$ cat config.mk
export PLATFORM = sky130hd
export DESIGN_NAME = pisc_integ
export DESIGN_NICKNAME = d
export VERILOG_FILES = /design/src/pisc_pkg.sv /design/src/pisc_integ.sv
export SDC_FILE = /design/constraint.sdc
export NUM_CORES = 1
export LEC_CHECK = 0
export BUFFER_PORTS_ARGS = -buffer_cell sky130_fd_sc_hd__buf_4
export CAP_MARGIN = 30
export CORE_ASPECT_RATIO = 1.4
export CORE_MARGIN = 2
export CORE_UTILIZATION = 49
export DETAILED_ROUTE_END_ITERATION = 10
export PLACE_DENSITY = 0.79
export SLEW_MARGIN = 20
export SYNTH_ARGS = -nofsm -noshare
export SYNTH_HDL_FRONTEND = slang
export SYNTH_SLANG_ARGS = --single-unit
$ cat constraint.sdc
create_clock -name clk -period 7.25 [get_ports clk]
set_clock_uncertainty 0.2 [all_clocks]
set_input_delay 0.3625 -clock clk [delete_from_list [all_inputs] [get_ports clk]]
set_output_delay 0.3625 -clock clk [all_outputs]
set_load 0.03 [all_outputs]
$ cat src/pisc_pkg.sv
`timescale 1ns / 1ps
package pisc_pkg;

  localparam int POS_W   = 24;
  localparam int ERR_W   = POS_W + 1;
  localparam int DIF_W   = ERR_W + 1;
  localparam int GAIN_W  = 32;
  localparam int INTEG_W = 32;
  localparam int DRV_W   = 16;
  localparam int THR_W   = 24;
  localparam int FRAC_W  = 16;
  localparam int ACC_W   = 64;
  localparam int Y_W     = ACC_W - FRAC_W;
  localparam int PP_W    = GAIN_W + ERR_W;
  localparam int PI_W    = GAIN_W + INTEG_W;
  localparam int PD_W    = GAIN_W + DIF_W;
  localparam int CFG_IDX_W  = 3;
  localparam int CFG_DATA_W = 32;

  localparam logic signed [GAIN_W-1:0]  RST_GAIN_P    = 32'sd2621;
  localparam logic signed [GAIN_W-1:0]  RST_GAIN_I    = 32'sd655;
  localparam logic signed [GAIN_W-1:0]  RST_GAIN_D    = 32'sd0;
  localparam logic signed [INTEG_W-1:0] RST_INTEG_UP  = 32'sd60000;
  localparam logic signed [INTEG_W-1:0] RST_INTEG_LO  = -32'sd60000;
  localparam logic signed [DRV_W-1:0]   RST_DRIVE_UP  = 16'sd500;
  localparam logic signed [DRV_W-1:0]   RST_DRIVE_LO  = -16'sd500;
  localparam logic [THR_W-1:0]          RST_SEP_THR   = 24'd1500;

  typedef enum logic [CFG_IDX_W-1:0] {
    CFG_GAIN_P   = 3'd0,
    CFG_GAIN_I   = 3'd1,
    CFG_GAIN_D   = 3'd2,
    CFG_INTEG_UP = 3'd3,
    CFG_INTEG_LO = 3'd4,
    CFG_DRIVE_UP = 3'd5,
    CFG_DRIVE_LO = 3'd6,
    CFG_SEP_THR  = 3'd7
  } cfg_idx_t;

  typedef struct packed {
    logic signed [POS_W-1:0] measured;
    logic signed [POS_W-1:0] target;
    logic                    integrate_enable;
  } in_t;

  typedef struct packed {
    logic signed [DRV_W-1:0] drive;
    logic                    saturated;
  } out_t;

  typedef struct packed {
    logic signed [GAIN_W-1:0]  gain_p;
    logic signed [GAIN_W-1:0]  gain_i;
    logic signed [GAIN_W-1:0]  gain_d;
    logic signed [INTEG_W-1:0] integral_upper;
    logic signed [INTEG_W-1:0] integral_lower;
    logic signed [DRV_W-1:0]   drive_upper;
    logic signed [DRV_W-1:0]   drive_lower;
    logic [THR_W-1:0]          separation_threshold;
  } cfg_t;

  // error-path stage payload
  typedef struct packed {
    logic signed [ERR_W-1:0]   err;
    logic signed [INTEG_W-1:0] integ;
    logic signed [DIF_W-1:0]   dif;
  } integ_t;

  // product stage payload
  typedef struct packed {
    logic signed [PP_W-1:0] p_prod;
    logic signed [PI_W-1:0] i_prod;
    logic signed [PD_W-1:0] d_prod;
  } prod_t;

endpackage

$ cat src/pisc_integ.sv
`timescale 1ns / 1ps
module pisc_integ
  import pisc_pkg::*;
(
  input  logic   clk,
  input  logic   rst_n,
  input  cfg_t   cfg,
  input  logic   in_valid,
  output logic   in_ready,
  input  in_t    in_data,
  output logic   out_valid,
  input  logic   out_ready,
  output integ_t out_data
);

  logic signed [INTEG_W-1:0] integ_r, integ_nxt;
  logic signed [ERR_W-1:0]   prev_err_r;
  logic                      valid_r;
  integ_t                    data_r, data_nxt;

  logic signed [ERR_W-1:0]   err;
  logic signed [INTEG_W:0]   sum;
  logic signed [INTEG_W:0]   lim_up, lim_lo;
  logic signed [INTEG_W-1:0] clamped;
  logic [ERR_W-1:0]          mag;
  logic                      sep;
  logic                      load;

  assign in_ready  = !valid_r || out_ready;
  assign load      = in_valid && in_ready;
  assign out_valid = valid_r;
  assign out_data  = data_r;

  always_comb begin
    err    = ERR_W'(in_data.target) - ERR_W'(in_data.measured);
    sum    = (INTEG_W+1)'(integ_r) + (INTEG_W+1)'(err);
    lim_up = (INTEG_W+1)'(cfg.integral_upper);
    lim_lo = (INTEG_W+1)'(cfg.integral_lower);
    // upper first; if inverted, sum >= upper gives upper, else lower
    if (sum >= lim_up) begin
      clamped = cfg.integral_upper;
    end else if (sum <= lim_lo) begin
      clamped = cfg.integral_lower;
    end else begin
      clamped = sum[INTEG_W-1:0];
    end
    mag = err[ERR_W-1] ? ERR_W'(-err) : ERR_W'(err);
    sep = mag > {1'b0, cfg.separation_threshold};
    integ_nxt = (!in_data.integrate_enable || sep) ? '0 : clamped;
    data_nxt.err   = err;
    data_nxt.integ = integ_nxt;
    data_nxt.dif   = DIF_W'(err) - DIF_W'(prev_err_r);
  end

  always_ff @(posedge clk) begin
    if (!rst_n) begin
      valid_r    <= 1'b0;
      integ_r    <= '0;
      prev_err_r <= '0;
    end else begin
      if (in_ready) begin
        valid_r <= in_valid;
      end
      if (load) begin
        integ_r    <= integ_nxt;
        prev_err_r <= err;
      end
    end
  end

  always_ff @(posedge clk) begin
    if (load) begin
      data_r <= data_nxt;
    end
  end

endmodule

### Word-level counts from Yosys, hierarchy flattened

Index checks and enable logic that the tools add are counted.

* multipliers: 0
* divide/modulo/power cells: 0
* reductions and logical operators: 5
* order comparisons: 3
* shifts and indexed selects: 0
* bitwise operators: 0
* $add $sub $neg: 4
* eq/ne operators: 0
* muxes and demuxes: 4

Operators by type and width (number)
* 32-bit two-way mux: 3
* 32-bit by 25-bit adder with 33-bit output: 1
* 33-bit by 32-bit >= comparator with 1-bit output: 1
* 33-bit by 32-bit less-or-equal comparator with 1-bit output: 1
* 25-bit by 25-bit subtractor with 26-bit output: 1
* 25-bit by 24-bit greater-than comparator with 1-bit output: 1
* 25-bit two-way mux: 1
* 25-bit negator: 1
* 24-bit by 24-bit subtractor with 25-bit output: 1
* 1-bit logical NOT: 2
* 1-bit logical OR: 2
* 1-bit logical AND: 1

* register bits: 141
* ROM bits: 0
* word-level logic and storage cells: 22
* latch bits: 0
* memories kept: 0
* memory bits (writable): 0
* bits of input ports: 269

### Logic depth before layout (Yosys ltp)

* depth after elaboration: 6
* depth in mapped cells: 33
* gate-level depth less buffers: 31

### Worst setup path after synthesis

Ideal clock, no wire load.

* path kind: input port to flip-flop
* from: in in_data[34] (netlist name)
* to: reg data_r, in the netlist out_data[47] (data pin)
* stages on the path: 30
* arrival: 6.401 ns
* required time: 6.792 ns
* setup slack: 0.391 ns
* cell sequence: inv_1 ha_1 buf_2 nand4_1 nor4_1 o31ai_2 a31oi_1 o211a_1 o41a_1 clkbuf_1 clkinv_1 ha_1 a21o_1 a211o_1 a2111oi_0 or2_2 nor2_1 xor2_1 ha_1 nand3_1 o22ai_1 nor3_1 o21ai_0 o221a_2 o31a_1 clkbuf_1 clkbuf_1 o21ai_0 o22ai_1 nor2_1

RTL lines
* start, declared: RTL line pisc_integ.sv:10 `input in_t in_data,`
* end signal, assigned: RTL line pisc_integ.sv:73 `data_r <= data_nxt;`
* end, declared: RTL line pisc_integ.sv:19 `integ_t data_r, data_nxt;`

==> results.py <==
metrics = {
    "synth": {
        "syn_area_um2": 12400,
        "synth_seq_cells": 141,
        "synth_top_cell_area_share": 0.202,
        "yosysWarnings": 0,
        "syn_area_per_cell_um2": 8.36,
        "synth_nets": 1924,
        "yosys_most_used_dff": "edfxtp_1",
        "ys_types": 72,
        "synth_area_leaders": "edfxtp_1 (20%), ha_1 (18%), dfxtp_1 (9.4%)",
        "netlist_instances": 1478,
        "synthArstFlopShare": 0,
        "seq_area_frac_synth": 0.296,
        "yosys.area.top_type": "edfxtp_1",
        "synth_edf_count": 83,
    },
    "sta": {
        "slew_headroom": 0.447,
        "min_period_over_period": 0.948,
        "finalMaxSlewViolations": 0,
        "tightest_slew_ns": 0.808,
        "hold_viol": 0,
        "max_freq_mhz": 146,
        "period_minus_slack_ns": 6.87,
        "setup_viol": 0,
    },
    "power_and_ir_drop": {
        "switching_share": 0.434,
        "p_comb_frac": 0.598,
        "power.share.sequential": 0.231,
        "leakagePower_nw": 7.61,
        "ir_drop_uv": 191,
        "p_int_w": 0.00274,
        "p_total_w": 0.00484,
        "p_per_area_nw_per_um2": 305,
        "netSwitchingPower_w": 0.00210,
        "pwr-share-clk": 0.171,
    },
    "cts": {
        "h-tree-depth": 4,
        "postCtsSetupRepairBufs": 0,
        "cts_buffers": 17,
        "ctsResizeCount": 0,
        "cts_hold_buf": 0,
        "cts.sinks": 141,
        "cts_tree": "built",
        "cts_buffer_depth": 2,
        "cts_root_buf": "clkbuf_16",
        "insertion_delay_ns": 0.43,
        "clk_pin_slew_ns": 0.06,
    },
    "setup_path": {
        "cp_slowest_cell": "or4_1",
        "path_delay_family": "compound AO/OA/AOI/OAI gates",
        "critPathBufInv": 5,
        "worstPathMaxFanout": 7,
        "arrival_ns": 6.82,
        "cp.required_ns": 7.20,
        "endpoint_kind": "flip-flop",
        "crit_type": "in -> reg",
        "critPathMaxStageDelay_ns": 0.48,
        "crit_path_start_kind": "primary input",
    },
    "drt": {
        "vias": 12200,
        "drt_wl_total_um": 38300,
        "drt_pass1_iterations": 5,
        "wl_per_cell_um": 17.9,
        "drc": 0,
        "ant_nets": 0,
        "dr.first_iter.drc_count": 750,
        "vias_per_cell": 5.69,
    },
    "cells_and_area": {
        "diodes": 0,
        "fill_cells": 2140,
        "fin_cells": 2137,
        "mostFrequentLayoutCells": "buf_4 (356), inv_1 (174), ha_1 (173)",
        "drive_above_1_share": 0.235,
        "final_util": 0.642,
        "final_common_cell": "buf_4",
        "syn2layout_area_growth_pct": 28.6,
        "nNetsFinal": 2255,
    },
    "placed_design": {
        "place_hpwl_um": 30400,
        "io_buffer_count": 225,
        "dp.cells": 2105,
        "gp_congestion": 0.927,
    },
    "min_path": {
        "hold_class": "in -> reg",
    },
    "job": {
        "cap_viol_max_count": 0,
    },
    "global_routing": {
        "gr-total-overflow": 0,
        "track_usage": 0.288,
        "grt_pass1_wl_um": 61000,
        "antenna_found_initial": 0,
        "grt_max_degree": 65,
        "grt_pass1_vias": 12100,
    },
    "outcome": {
        "outcome": "complete, no violations",
    },
    "floorplanning": {
        "die_area_um2": 26500,
        "io_pins": 354,
        "start_util": 0.499,
        "die_x_um": 138,
        "fp.dieH_um": 192,
        "row_count": 68,
        "coreArea_um2": 24800,
    },
}
[state kept, by name, summed over array words and instances, names as in the netlist]
name,count
out_data,83
out_valid,1
integ_r,32
prev_err_r,25
[metal layers]
layer / vias to the layer above / global-route usage / wire [um]
met5: - / 0 / 0
li1: 5961 / - / -
met2: 487 / 0.512 / 18700
met3: 61 / 0.0386 / 2500
met1: 5654 / 0.355 / 15900
met4: 0 / 0.113 / 1220
[cell usage after synthesis (all sizes together), types with 7 or more instances]
cell,count
inv,175
ha,174
nor2,122
nand2,121
a21oi,120
edfxtp,83
o21ai,69
nand3,65
dfxtp,58
xnor2,57
a21o,40
o31ai,36
clkbuf,35
xor2,28
a21boi,19
nand2b,19
a211oi,18
nor3,16
o21a,16
nand4,15
and2,13
a31oi,12
nor2b,11
o211ai,10
a221oi,9
buf,9
and3,8
o211a,8
o21bai,8
and4,7
or2,7
or3,7
[metrics by stage]
step	TNS, ns	hold WS, ns	setup WS [ns]	cell area, um^2
final	0	0.0391	0.378	15900
after global routing	-0.0503	0.0364	-0.0361	15900
after CTS	0	0.0226	0.339	15800
after detailed placement	-0.431	0.259	-0.0717	15300
after global placement	-0.272	0.250	-0.0609	15300
after floorplan	0	0.241	0.391	12400
[logic make-up after synthesis]
logic type                 Yosys count  share of synthesized area
adders and majority gates          177                      0.181
xor gates and xnor gates            85                     0.0602
and+or+nand+nor                    433                      0.166
DFF                                141                      0.296
buffers and inverters              220                     0.0677
muxes                               10                    0.00860
AOI/OAI and AO/OA                  412                      0.221
[cell type report]
class                           count  area (um^2)  area share
Clock buffer                       24          503      0.0317
Inverter                          176          663      0.0417
Clock inverter                      8         57.6     0.00362
Tap cell                          315          394      0.0248
Timing Repair Buffer              356         2670       0.168
Sequential cell                   141         3650       0.230
Multi-Input combinational cell   1117         7950       0.500
[tightest hold or removal path: stages]
cell,delay [ns]
buf_4,0.12
inv_1,0.04
a21boi_0,0.09
[worst paths after layout]
check | from | end | slack, ns | depth (start not counted)
max reg2reg | integ_r[0] | out_data[45] | 1.47 | 21
min | in_valid | out_valid | 0.04 | 3
min reg2reg | prev_err_r[23] | prev_err_r[23] | 0.26 | 2
max | in_data[1] | out_data[45] | 0.38 | 31
[power groups by stage]
stage,registers [W],logic (W),clock network [W]
after floorplan,0.00132,0.00159,0
after global placement,0.00113,0.00274,0
after detailed placement,0.00113,0.00282,0
after CTS,0.00112,0.00284,0.000836
after global routing,0.00113,0.00318,0.000871
final,0.00112,0.00289,0.000826
Note: power is estimated with default switching activity, not from simulation.
