File: config.mk
export PLATFORM = sky130hd
export DESIGN_NAME = pisc_out
export DESIGN_NICKNAME = d
export VERILOG_FILES = /design/src/pisc_pkg.sv /design/src/pisc_out.sv
export SDC_FILE = /design/constraint.sdc
export NUM_CORES = 1
export LEC_CHECK = 0
export ABC_AREA = 1
export BUFFER_PORTS_ARGS = -buffer_cell sky130_fd_sc_hd__buf_2
export CORE_AREA = 2 2 163 165
export CTS_BUF_LIST = sky130_fd_sc_hd__clkbuf_2 sky130_fd_sc_hd__clkbuf_4 sky130_fd_sc_hd__clkbuf_8
export DETAILED_ROUTE_END_ITERATION = 12
export DIE_AREA = 0 0 165 167
export PLACE_DENSITY_LB_ADDON = 0.1
export SLEW_MARGIN = 20
export SYNTH_ARGS = -nofsm -noshare
export SYNTH_HDL_FRONTEND = slang
export SYNTH_SLANG_ARGS = --single-unit
File: constraint.sdc
create_clock -name clk -period 16.2 [get_ports clk]
set_input_delay 4.86 -clock clk [delete_from_list [all_inputs] [get_ports clk]]
set_output_delay 4.86 -clock clk [all_outputs]
set_load 0.05 [all_outputs]
File: src/pisc_pkg.sv
`timescale 1ns / 1ps
package pisc_pkg;

  localparam int POS_W   = 24;
  localparam int ERR_W   = POS_W + 1;
  localparam int DIF_W   = ERR_W + 1;
  localparam int GAIN_W  = 32;
  localparam int INTEG_W = 32;
  localparam int DRV_W   = 16;
  localparam int THR_W   = 24;
  localparam int FRAC_W  = 16;
  localparam int ACC_W   = 64;
  localparam int Y_W     = ACC_W - FRAC_W;
  localparam int PP_W    = GAIN_W + ERR_W;
  localparam int PI_W    = GAIN_W + INTEG_W;
  localparam int PD_W    = GAIN_W + DIF_W;
  localparam int CFG_IDX_W  = 3;
  localparam int CFG_DATA_W = 32;

  localparam logic signed [GAIN_W-1:0]  RST_GAIN_P    = 32'sd2621;
  localparam logic signed [GAIN_W-1:0]  RST_GAIN_I    = 32'sd655;
  localparam logic signed [GAIN_W-1:0]  RST_GAIN_D    = 32'sd0;
  localparam logic signed [INTEG_W-1:0] RST_INTEG_UP  = 32'sd60000;
  localparam logic signed [INTEG_W-1:0] RST_INTEG_LO  = -32'sd60000;
  localparam logic signed [DRV_W-1:0]   RST_DRIVE_UP  = 16'sd500;
  localparam logic signed [DRV_W-1:0]   RST_DRIVE_LO  = -16'sd500;
  localparam logic [THR_W-1:0]          RST_SEP_THR   = 24'd1500;

  typedef enum logic [CFG_IDX_W-1:0] {
    CFG_GAIN_P   = 3'd0,
    CFG_GAIN_I   = 3'd1,
    CFG_GAIN_D   = 3'd2,
    CFG_INTEG_UP = 3'd3,
    CFG_INTEG_LO = 3'd4,
    CFG_DRIVE_UP = 3'd5,
    CFG_DRIVE_LO = 3'd6,
    CFG_SEP_THR  = 3'd7
  } cfg_idx_t;

  typedef struct packed {
    logic signed [POS_W-1:0] measured;
    logic signed [POS_W-1:0] target;
    logic                    integrate_enable;
  } in_t;

  typedef struct packed {
    logic signed [DRV_W-1:0] drive;
    logic                    saturated;
  } out_t;

  typedef struct packed {
    logic signed [GAIN_W-1:0]  gain_p;
    logic signed [GAIN_W-1:0]  gain_i;
    logic signed [GAIN_W-1:0]  gain_d;
    logic signed [INTEG_W-1:0] integral_upper;
    logic signed [INTEG_W-1:0] integral_lower;
    logic signed [DRV_W-1:0]   drive_upper;
    logic signed [DRV_W-1:0]   drive_lower;
    logic [THR_W-1:0]          separation_threshold;
  } cfg_t;

  // error-path stage payload
  typedef struct packed {
    logic signed [ERR_W-1:0]   err;
    logic signed [INTEG_W-1:0] integ;
    logic signed [DIF_W-1:0]   dif;
  } integ_t;

  // product stage payload
  typedef struct packed {
    logic signed [PP_W-1:0] p_prod;
    logic signed [PI_W-1:0] i_prod;
    logic signed [PD_W-1:0] d_prod;
  } prod_t;

endpackage

File: src/pisc_out.sv
`timescale 1ns / 1ps
module pisc_out
  import pisc_pkg::*;
(
  input  logic  clk,
  input  logic  rst_n,
  input  cfg_t  cfg,
  input  logic  in_valid,
  output logic  in_ready,
  input  prod_t in_data,
  output logic  out_valid,
  input  logic  out_ready,
  output out_t  out_data
);

  logic                    valid_r;
  out_t                    data_r, data_nxt;
  logic                    load;
  logic signed [ACC_W-1:0] acc;
  logic signed [Y_W-1:0]   y;

  assign in_ready  = !valid_r || out_ready;
  assign load      = in_valid && in_ready;
  assign out_valid = valid_r;
  assign out_data  = data_r;

  always_comb begin
    acc = ACC_W'(in_data.p_prod) + ACC_W'(in_data.i_prod) + ACC_W'(in_data.d_prod);
    // arithmetic shift gives floor rounding
    y   = Y_W'(acc >>> FRAC_W);
    if (y > Y_W'(cfg.drive_upper)) begin
      data_nxt.drive     = cfg.drive_upper;
      data_nxt.saturated = 1'b1;
    end else if (y < Y_W'(cfg.drive_lower)) begin
      data_nxt.drive     = cfg.drive_lower;
      data_nxt.saturated = 1'b1;
    end else begin
      data_nxt.drive     = y[DRV_W-1:0];
      data_nxt.saturated = 1'b0;
    end
  end

  always_ff @(posedge clk) begin
    if (!rst_n) begin
      valid_r <= 1'b0;
    end else if (in_ready) begin
      valid_r <= in_valid;
    end
  end

  always_ff @(posedge clk) begin
    if (load) begin
      data_r <= data_nxt;
    end
  end

endmodule

* Word-level counts from Yosys, hierarchy flattened
Index checks and enable logic that the tools add are counted.
Storage, ports and cells: output and inout port bits 19, register bits 18
Cells by class: mux-type cells 2, add/subtract/negate cells 2, magnitude comparators 2, reduce and logical (&&, ||, !) cells 3
Operators by type and width (count):
- $add 57x64->64 | 1
- $add 64x58->64 | 1
- $gt 48x16->1 | 1
- $lt 48x16->1 | 1
- $mux 17 | 2
- $logic_and 1x1->1 | 1
- $logic_not 1->1 | 1
- $logic_or 1x1->1 | 1

* Depth between registers and ports, before layout
Gate-level depths: netlist of run 1.
word-level depth 5, depth in mapped cells 35, gate-level depth less buffers 34

* Worst setup path before layout of run 1
No wires, ideal clock.
kind input to output, start in out_ready, end out in_ready, path buffers 0, slack 6105 ps, cell stages on the path 2, data arrival time 5235 ps, cells stage by stage inv_1 nand2_1
On the way: longest elaborated chain between the ends 1
RTL lines:
- from (decl) | RTL line pisc_out.sv:12 | input logic out_ready,
- $logic_or 1x1->1 | RTL line pisc_out.sv:22 | assign in_ready = !valid_r || out_ready;
- to (decl) | RTL line pisc_out.sv:9 | output logic in_ready,
No other way between the ends.

==> reports/metrics.csv, run 1 <==
stage,metric,value,unit
outcome,status,completed,
synthesis,Yosys cell types,44,
placement,RD Place Congestion,0.931,
global_route,GRT Residual Overflow,0,
global_route,initial antenna violation count,1,
pwr,Peak VDD IR,0.0810,mV
sta,RSZ-0062 raised after global routing,false,
die,Starting Density,0.328,
pwr,P_sw,0.000686,W
clocking,postcts setup bufs,0,
worst_hold_path,WHS Endpoint,out_valid,
synthesis,post-synthesis sequential area ratio,0.0629,
sta,final hold vios,0,
die,Top Ports,418,
pwr,PwrDens,114,mW/mm²
setup_path,worst flop-to-flop path endpoint,out_data[3],
die,chip height,167,µm
worst_hold_path,Min-Delay Path Class,reg -> reg,
sta,"Min Clock Period, post-route",10.63,ns
detailed_routing,routed vias/inst,4.85,
layout,Finished Layout Cells,1783,
detailed_routing,DRT Wirelength,27700,µm
setup_path,nature of the critical path endpoint,flip-flop,
sta,Final TNS setup,0,ns
setup_path,CP max FO,16,
pwr,leakage power,5.39,nW
setup_path,Crit-path slowest cell,fa_1,
clocking,Clock transition at path regs,0.06,ns
sta,Slew HR,0.418,
placement,post-DP HPWL,25500,µm
clocking,Hold Buf Count CTS,0,
detailed_routing,via count,8644,
detailed_routing,TritonRoute pass-1 iters,5,
sta,clock skew,0.00237,ns
placement,Port-buffer cells,233,
synthesis,Post-Syn Nets,1834,
die,num rows,59,
die,area of the die,0.0276,mm²
global_route,largest net degree at the start of global routing,35,
clocking,Clock Latency Late Sink,0.24,ns
clocking,H-tree Lvls,1,
clocking,CTS Buffer Depth,2,
pwr,Flop pwr share,0.084,
pwr,combinational share of power,0.885,
placement,Cells after DPL,1779,
layout,ANT cells,0,
setup_path,CP Buf/Inv Count,4,
layout,fraction of layout instances using a drive strength above 1,0.177,
clocking,CTS tree,done,
clocking,clock sink total,18,
placement,Placed Area,0.00999,mm²
layout,multi-input logic area,0.00697,mm²
synthesis,register bit total from synthesis,18,
synthesis,"EDFF count, synth",17,
layout,Area Overhead vs Synth,19.0,%
layout,fin nets,2067,
worst_hold_path,hold_sp,out_valid,
layout,filler instances,2868,
sta,measured slew at the worst slew-check pin,0.866,ns
pwr,Int Power,0.000456,W
synthesis,Syn. warnings,0,
detailed_routing,Iter 0 DRT Violations,459,
synthesis,syn_area_per_cell,6.94,µm²
setup_path,slowest cell delay on critical path,0.62,ns
setup_path,worst r2r path cells,2,
synthesis,"FFs w/ async S/R, synth",0,
pwr,Clk network pwr share,0.030,
setup_path,"CP delay by family, top",compound AO/OA/AOI/OAI gates,
die,chip width,165,µm
synthesis,Post-synth top flop,edfxtp_1,
setup_path,most frequent cell on the critical path,nand2_1,
setup_path,Critical Path RT,16.20,ns
clocking,Resized cells post-CTS,0,
synthesis,Synth Cell Area,0.00844,mm²
setup_path,Worst EP arrival,10.62,ns
setup_path,Critical Setup Path Class,in -> reg,
detailed_routing,Routed Antenna Nets,0,
sta,Max Clk Rate,94.1,MHz
sta,max-slew violation count,0,
setup_path,r2r setup slk,15.16,ns
layout,register area,531,µm²
sta,final setup vio count,0,
detailed_routing,WL/cell,15.5,µm
setup_path,FF-to-FF Start,out_valid,
clocking,CTS Buf Count,3,
global_route,first-pass GRT wire length,43400,µm
detailed_routing,post-route DRC violation count,0,
worst_hold_path,hold path depth,2,
pwr,Net Sw Frac,0.601,
global_route,vias in the first global route,8418,
setup_path,crit start category,primary input,
job,MaxCap Viol Count,0,
synthesis,Mapped Cells,1216,
clocking,root buf cell,clkbuf_8,
layout,design area,0.0100,mm²
die,core area,0.0258,mm²
global_route,Tot GR Track Use,0.197,
sta,period utilization,0.656,
[routing by layer]
| metal | global-route usage | wire, µm | vias up |
|---|---|---|---|
| li1 | - | - | 4557 |
| met1 | 0.308 | 14500 | 3764 |
| met2 | 0.302 | 11100 | 302 |
| met3 | 0.0110 | 1640 | 21 |
| met4 | 0.0284 | 369 | 0 |
| met5 | 0 | 0 | - |
[tightest hold or removal path, stage by stage (launching register included)]
cell and delay [ns]:
dfxtp_1 0.32, nand2_1 0.07, a21boi_0 0.07
[synth_stat cells (4+ instances only)]
cell	instances	share of area
a211oi_1	6	0.0053
a21boi_0	5	0.0044
a21o_1	4	0.0036
a21oi_1	135	0.080
a31oi_1	37	0.027
edfxtp_1	17	0.060
fa_1	62	0.15
ha_1	157	0.23
inv_1	237	0.11
nand2_1	202	0.090
nand2_2	6	0.0044
nand3_1	67	0.040
nand3b_1	4	0.0036
nand4_1	20	0.015
nor2_1	97	0.043
nor3_1	6	0.0036
nor4_1	5	0.0037
o21a_1	5	0.0044
o21ai_0	49	0.029
o221ai_1	5	0.0052
xnor2_1	18	0.019
xor2_1	33	0.034
[state kept, by name, summed over array words and instances (netlist names)]
signal,flops
out_data,17
out_valid,1
[through the flow]
step | hold WS (ns) | util | power, W | setup WS, ns
6_report | 0.510 | 0.390 | 0.00114 | 5.57
5_1_grt | 0.553 | 0.390 | 0.00129 | 5.00
4_1_cts | 0.516 | 0.390 | 0.00115 | 5.57
3_5_place_dp | 0.506 | 0.388 | 0.00111 | 5.33
3_3_place_gp | 0.505 | 0.388 | 0.00110 | 5.37
2_1_floorplan | 1.11 | - | 0.000841 | 6.10
[cell families after synthesis]
family          share of synthesized area
simple gates                        0.213
compound gates                      0.180
buf+inv                             0.112
fa+ha+maj                           0.380
xor+xnor                           0.0529
flops                              0.0629
[layout make-up]
type / count / area share
Multi-Input combinational cell: 953 / 0.693
Timing Repair Buffer: 235 / 0.118
Inverter: 238 / 0.0889
Sequential cell: 18 / 0.0528
Tap cell: 335 / 0.0417
Clock buffer: 4 / 0.00548
[cells in the final DEF, fill, tap and decap left out, types with 3 or more instances in the layout]
cell type	count
fa_1	62
o21a_1	5
inv_1	236
o221ai_1	5
clkbuf_8	4
buf_2	233
a21o_1	4
and2_1	3
a21boi_0	5
a2111oi_0	3
a31oi_1	37
o21ai_0	49
edfxtp_1	17
nand3_1	67
o31ai_1	3
xnor2_1	18
o211ai_1	3
a21oi_1	135
xor2_1	33
nor2_1	97
nor3_1	6
ha_1	157
nor4_1	5
nand2_1	202
a211oi_1	6
nand3b_1	4
nand4_1	20
nor4_2	3
nand2_2	6
[power by group through the flow]
stage                     logic, W  clock network, W  registers (W)
after floorplan           0.000661                 0       0.000181
after global placement     0.00100                 0      0.0000972
after detailed placement   0.00101                 0      0.0000974
after CTS                  0.00102         0.0000357      0.0000965
after global routing       0.00116         0.0000371      0.0000983
final                      0.00101         0.0000345      0.0000963
[worst max path at each step]
stage / from / to / slack, ns / cells past startpoint
after detailed placement: in_data[11] / out_data[16] / 5.33 / 29
after CTS: in_data[11] / out_data[16] / 5.57 / 29
after global routing: in_data[11] / out_data[1] / 5.00 / 28
after floorplan: out_ready / in_ready / 6.10 / 2
final: in_data[11] / out_data[16] / 5.57 / 29
after global placement: in_data[11] / out_data[2] / 5.37 / 29
Note: power is estimated with default switching activity, not from simulation.
==> inputs of run 2 (changes only) <==
--- a/config.mk
+++ b/config.mk
@@ -7,10 +7,10 @@
 export LEC_CHECK = 0
 export ABC_AREA = 1
 export BUFFER_PORTS_ARGS = -buffer_cell sky130_fd_sc_hd__buf_2
-export CORE_AREA = 2 2 163 165
+export CORE_AREA = 2 2 164 166
 export CTS_BUF_LIST = sky130_fd_sc_hd__clkbuf_2 sky130_fd_sc_hd__clkbuf_4 sky130_fd_sc_hd__clkbuf_8
 export DETAILED_ROUTE_END_ITERATION = 12
-export DIE_AREA = 0 0 165 167
+export DIE_AREA = 0 0 166 168
 export PLACE_DENSITY_LB_ADDON = 0.1
 export SLEW_MARGIN = 20
 export SYNTH_ARGS = -nofsm -noshare
==> constraint.sdc (replaced) <==
create_clock -name clk -period 9.19 [get_ports clk]
set_input_delay 2.757 -clock clk [delete_from_list [all_inputs] [get_ports clk]]
set_output_delay 2.757 -clock clk [all_outputs]
set_load 0.05 [all_outputs]
==> run 2 against run 1 <==
  * Via count rose by 0.68%
  * Cell count rose by 0.45%
  * Worst setup slack got worse by 4.9 ns
  * Worst hold slack improved by 0.0093 ns
  * Critical path type unchanged
  * Critical path depth did not move
  * Count of clock-buffer cells in the layout did not move
  * Register-to-register slack got worse by 7.0 ns
  * Sequential share of layout area barely moved
  * Non-clock buffer count rose by 2
  * Largest cell class unchanged
  * Combinational power rose by 76%
==> reports/metrics.csv, run 2 (same netlist as run 1, synthesis figures left out) <==
stage,metric,value,unit
layout,filler instances,2916,
clocking,Hold Buf Count CTS,0,
detailed_routing,routed vias/inst,4.86,
placement,post-DP HPWL,25600,µm
sta,Final TNS setup,0,ns
layout,ANT cells,0,
layout,multi-input logic area,0.00697,mm²
detailed_routing,TritonRoute pass-1 iters,7,
detailed_routing,post-route DRC violation count,0,
sta,Slew HR,0.492,
pwr,Peak VDD IR,0.143,mV
global_route,Tot GR Track Use,0.197,
placement,dpl ws,0.447,ns
setup_path,Worst EP arrival,8.47,ns
detailed_routing,Iter 0 DRT Violations,402,
pwr,leakage power,5.40,nW
clocking,Clock transition at path regs,0.06,ns
detailed_routing,WL/cell,15.6,µm
detailed_routing,via count,8703,
layout,Area Overhead vs Synth,19.2,%
sta,Max Clk Rate,118,MHz
die,num rows,60,
sta,max-slew violation count,0,
clocking,CTS Buffer Depth,2,
die,chip width,166,µm
clocking,root buf cell,clkbuf_8,
die,core area,0.0264,mm²
job,MaxCap Viol Count,0,
layout,most frequent cells in the layout,"inv_1, buf_2, nand2_1",
setup_path,crit start category,primary input,
global_route,GRT Residual Overflow,0,
sta,clock skew,0.00108,ns
die,area of the die,0.0279,mm²
setup_path,FF-to-FF Start,out_valid,
sta,final setup margin,0.721,ns
detailed_routing,Routed Antenna Nets,0,
die,Starting Density,0.320,
clocking,clock sink total,18,
setup_path,most frequent cell on the critical path,nand2_1,
sta,final setup vio count,0,
global_route,first-pass GRT wire length,44700,µm
setup_path,Crit-path slowest cell,fa_1,
placement,RD Place Congestion,0.942,
setup_path,nature of the critical path endpoint,flip-flop,
clocking,Resized cells post-CTS,0,
worst_hold_path,Min-Delay Path Class,reg -> reg,
sta,period utilization,0.922,
die,Top Ports,418,
worst_hold_path,WHS Endpoint,out_valid,
setup_path,CP max FO,17,
worst_hold_path,hold_sp,out_valid,
pwr,PwrDens,200,mW/mm²
sta,"Min Clock Period, post-route",8.47,ns
layout,"most common cell after layout, fill and taps aside",inv_1,
worst_hold_path,hold path depth,2,
clocking,CTS Buf Count,3,
global_route,initial antenna violation count,0,
clocking,postcts setup bufs,0,
sta,RSZ-0062 raised after global routing,false,
placement,Port-buffer cells,233,
layout,register area,531,µm²
outcome,status,completed,
setup_path,worst flop-to-flop path endpoint,out_data[9],
global_route,vias in the first global route,8560,
layout,fraction of layout instances using a drive strength above 1,0.178,
setup_path,slowest cell delay on critical path,0.58,ns
sta,measured slew at the worst slew-check pin,0.743,ns
setup_path,Critical Setup Path Class,in -> reg,
layout,fin nets,2069,
clocking,CTS tree,done,
detailed_routing,DRT Wirelength,27900,µm
layout,max reg flops,17,
clocking,H-tree Lvls,1,
clocking,Clock Latency Late Sink,0.25,ns
global_route,largest net degree at the start of global routing,35,
setup_path,worst r2r path cells,2,
setup_path,Critical Path RT,9.19,ns
setup_path,r2r setup slk,8.16,ns
die,chip height,168,µm
sta,final hold vios,0,
==> run 2: cell types whose count changed in the layout (fill, tap and decap cells not counted) <==
cell	before	now
clkbuf_4	0	1
clkbuf_8	4	3
buf_4	2	4
==> run 2: layer usage <==
layer | wire length, µm | up-vias | global-route usage
met5 | 0 | - | 0
met4 | 257 | 0 | 0.0219
met3 | 1590 | 14 | 0.0193
met2 | 11500 | 315 | 0.309
met1 | 14600 | 3818 | 0.301
li1 | - | 4556 | -
==> run 2: worst max-delay path, delay by kind of cell <==
kind,cells,cell delay [ns]
and+or+nand+nor,15,2.61
AOI/OAI and AO/OA,6,1.33
adders and majority gates,3,1.28
xor gates and xnor gates,1,0.28
buffers and inverters,4,0.21
==> run 2: power by group <==
part	internal (W)	switching, W
clock network	0.0000337	0.0000240
logic	0.000607	0.00118
registers	0.000162	0.00000756
==> run 2: worst max path at each step <==
stage / slack, ns / from / cells after the start / endpoint
finish: 0.72 / in_data[11] / 29 / out_data[16]
global route: 0.32 / in_data[11] / 29 / out_data[13]
CTS: 0.68 / in_data[11] / 29 / out_data[16]
detailed placement: 0.45 / in_data[11] / 29 / out_data[16]
global placement: 0.42 / in_data[11] / 29 / out_data[16]
floorplan: 1.87 / in_data[11] / 29 / out_data[15]
==> run 2: per-stage QoR <==
stage               utilization  instance area [µm²]  hold WS [ns]  power (W)  cells
detailed placement        0.380                10000         0.528    0.00196   1787
floorplan                     -                 8440          1.11    0.00148   1216
global route              0.382                10100         0.587    0.00226   1791
global placement          0.380                10000         0.506    0.00195   1787
CTS                       0.382                10100         0.536    0.00203   1791
finish                    0.382                10100         0.519    0.00201   1791
==> run 2: final cells by class <==
cell class | count | share of cell area
Clock buffer | 4 | 0.00485
Inverter | 238 | 0.0888
Multi-Input combinational cell | 953 | 0.692
Tap cell | 341 | 0.0424
Sequential cell | 18 | 0.0527
Timing Repair Buffer | 237 | 0.119
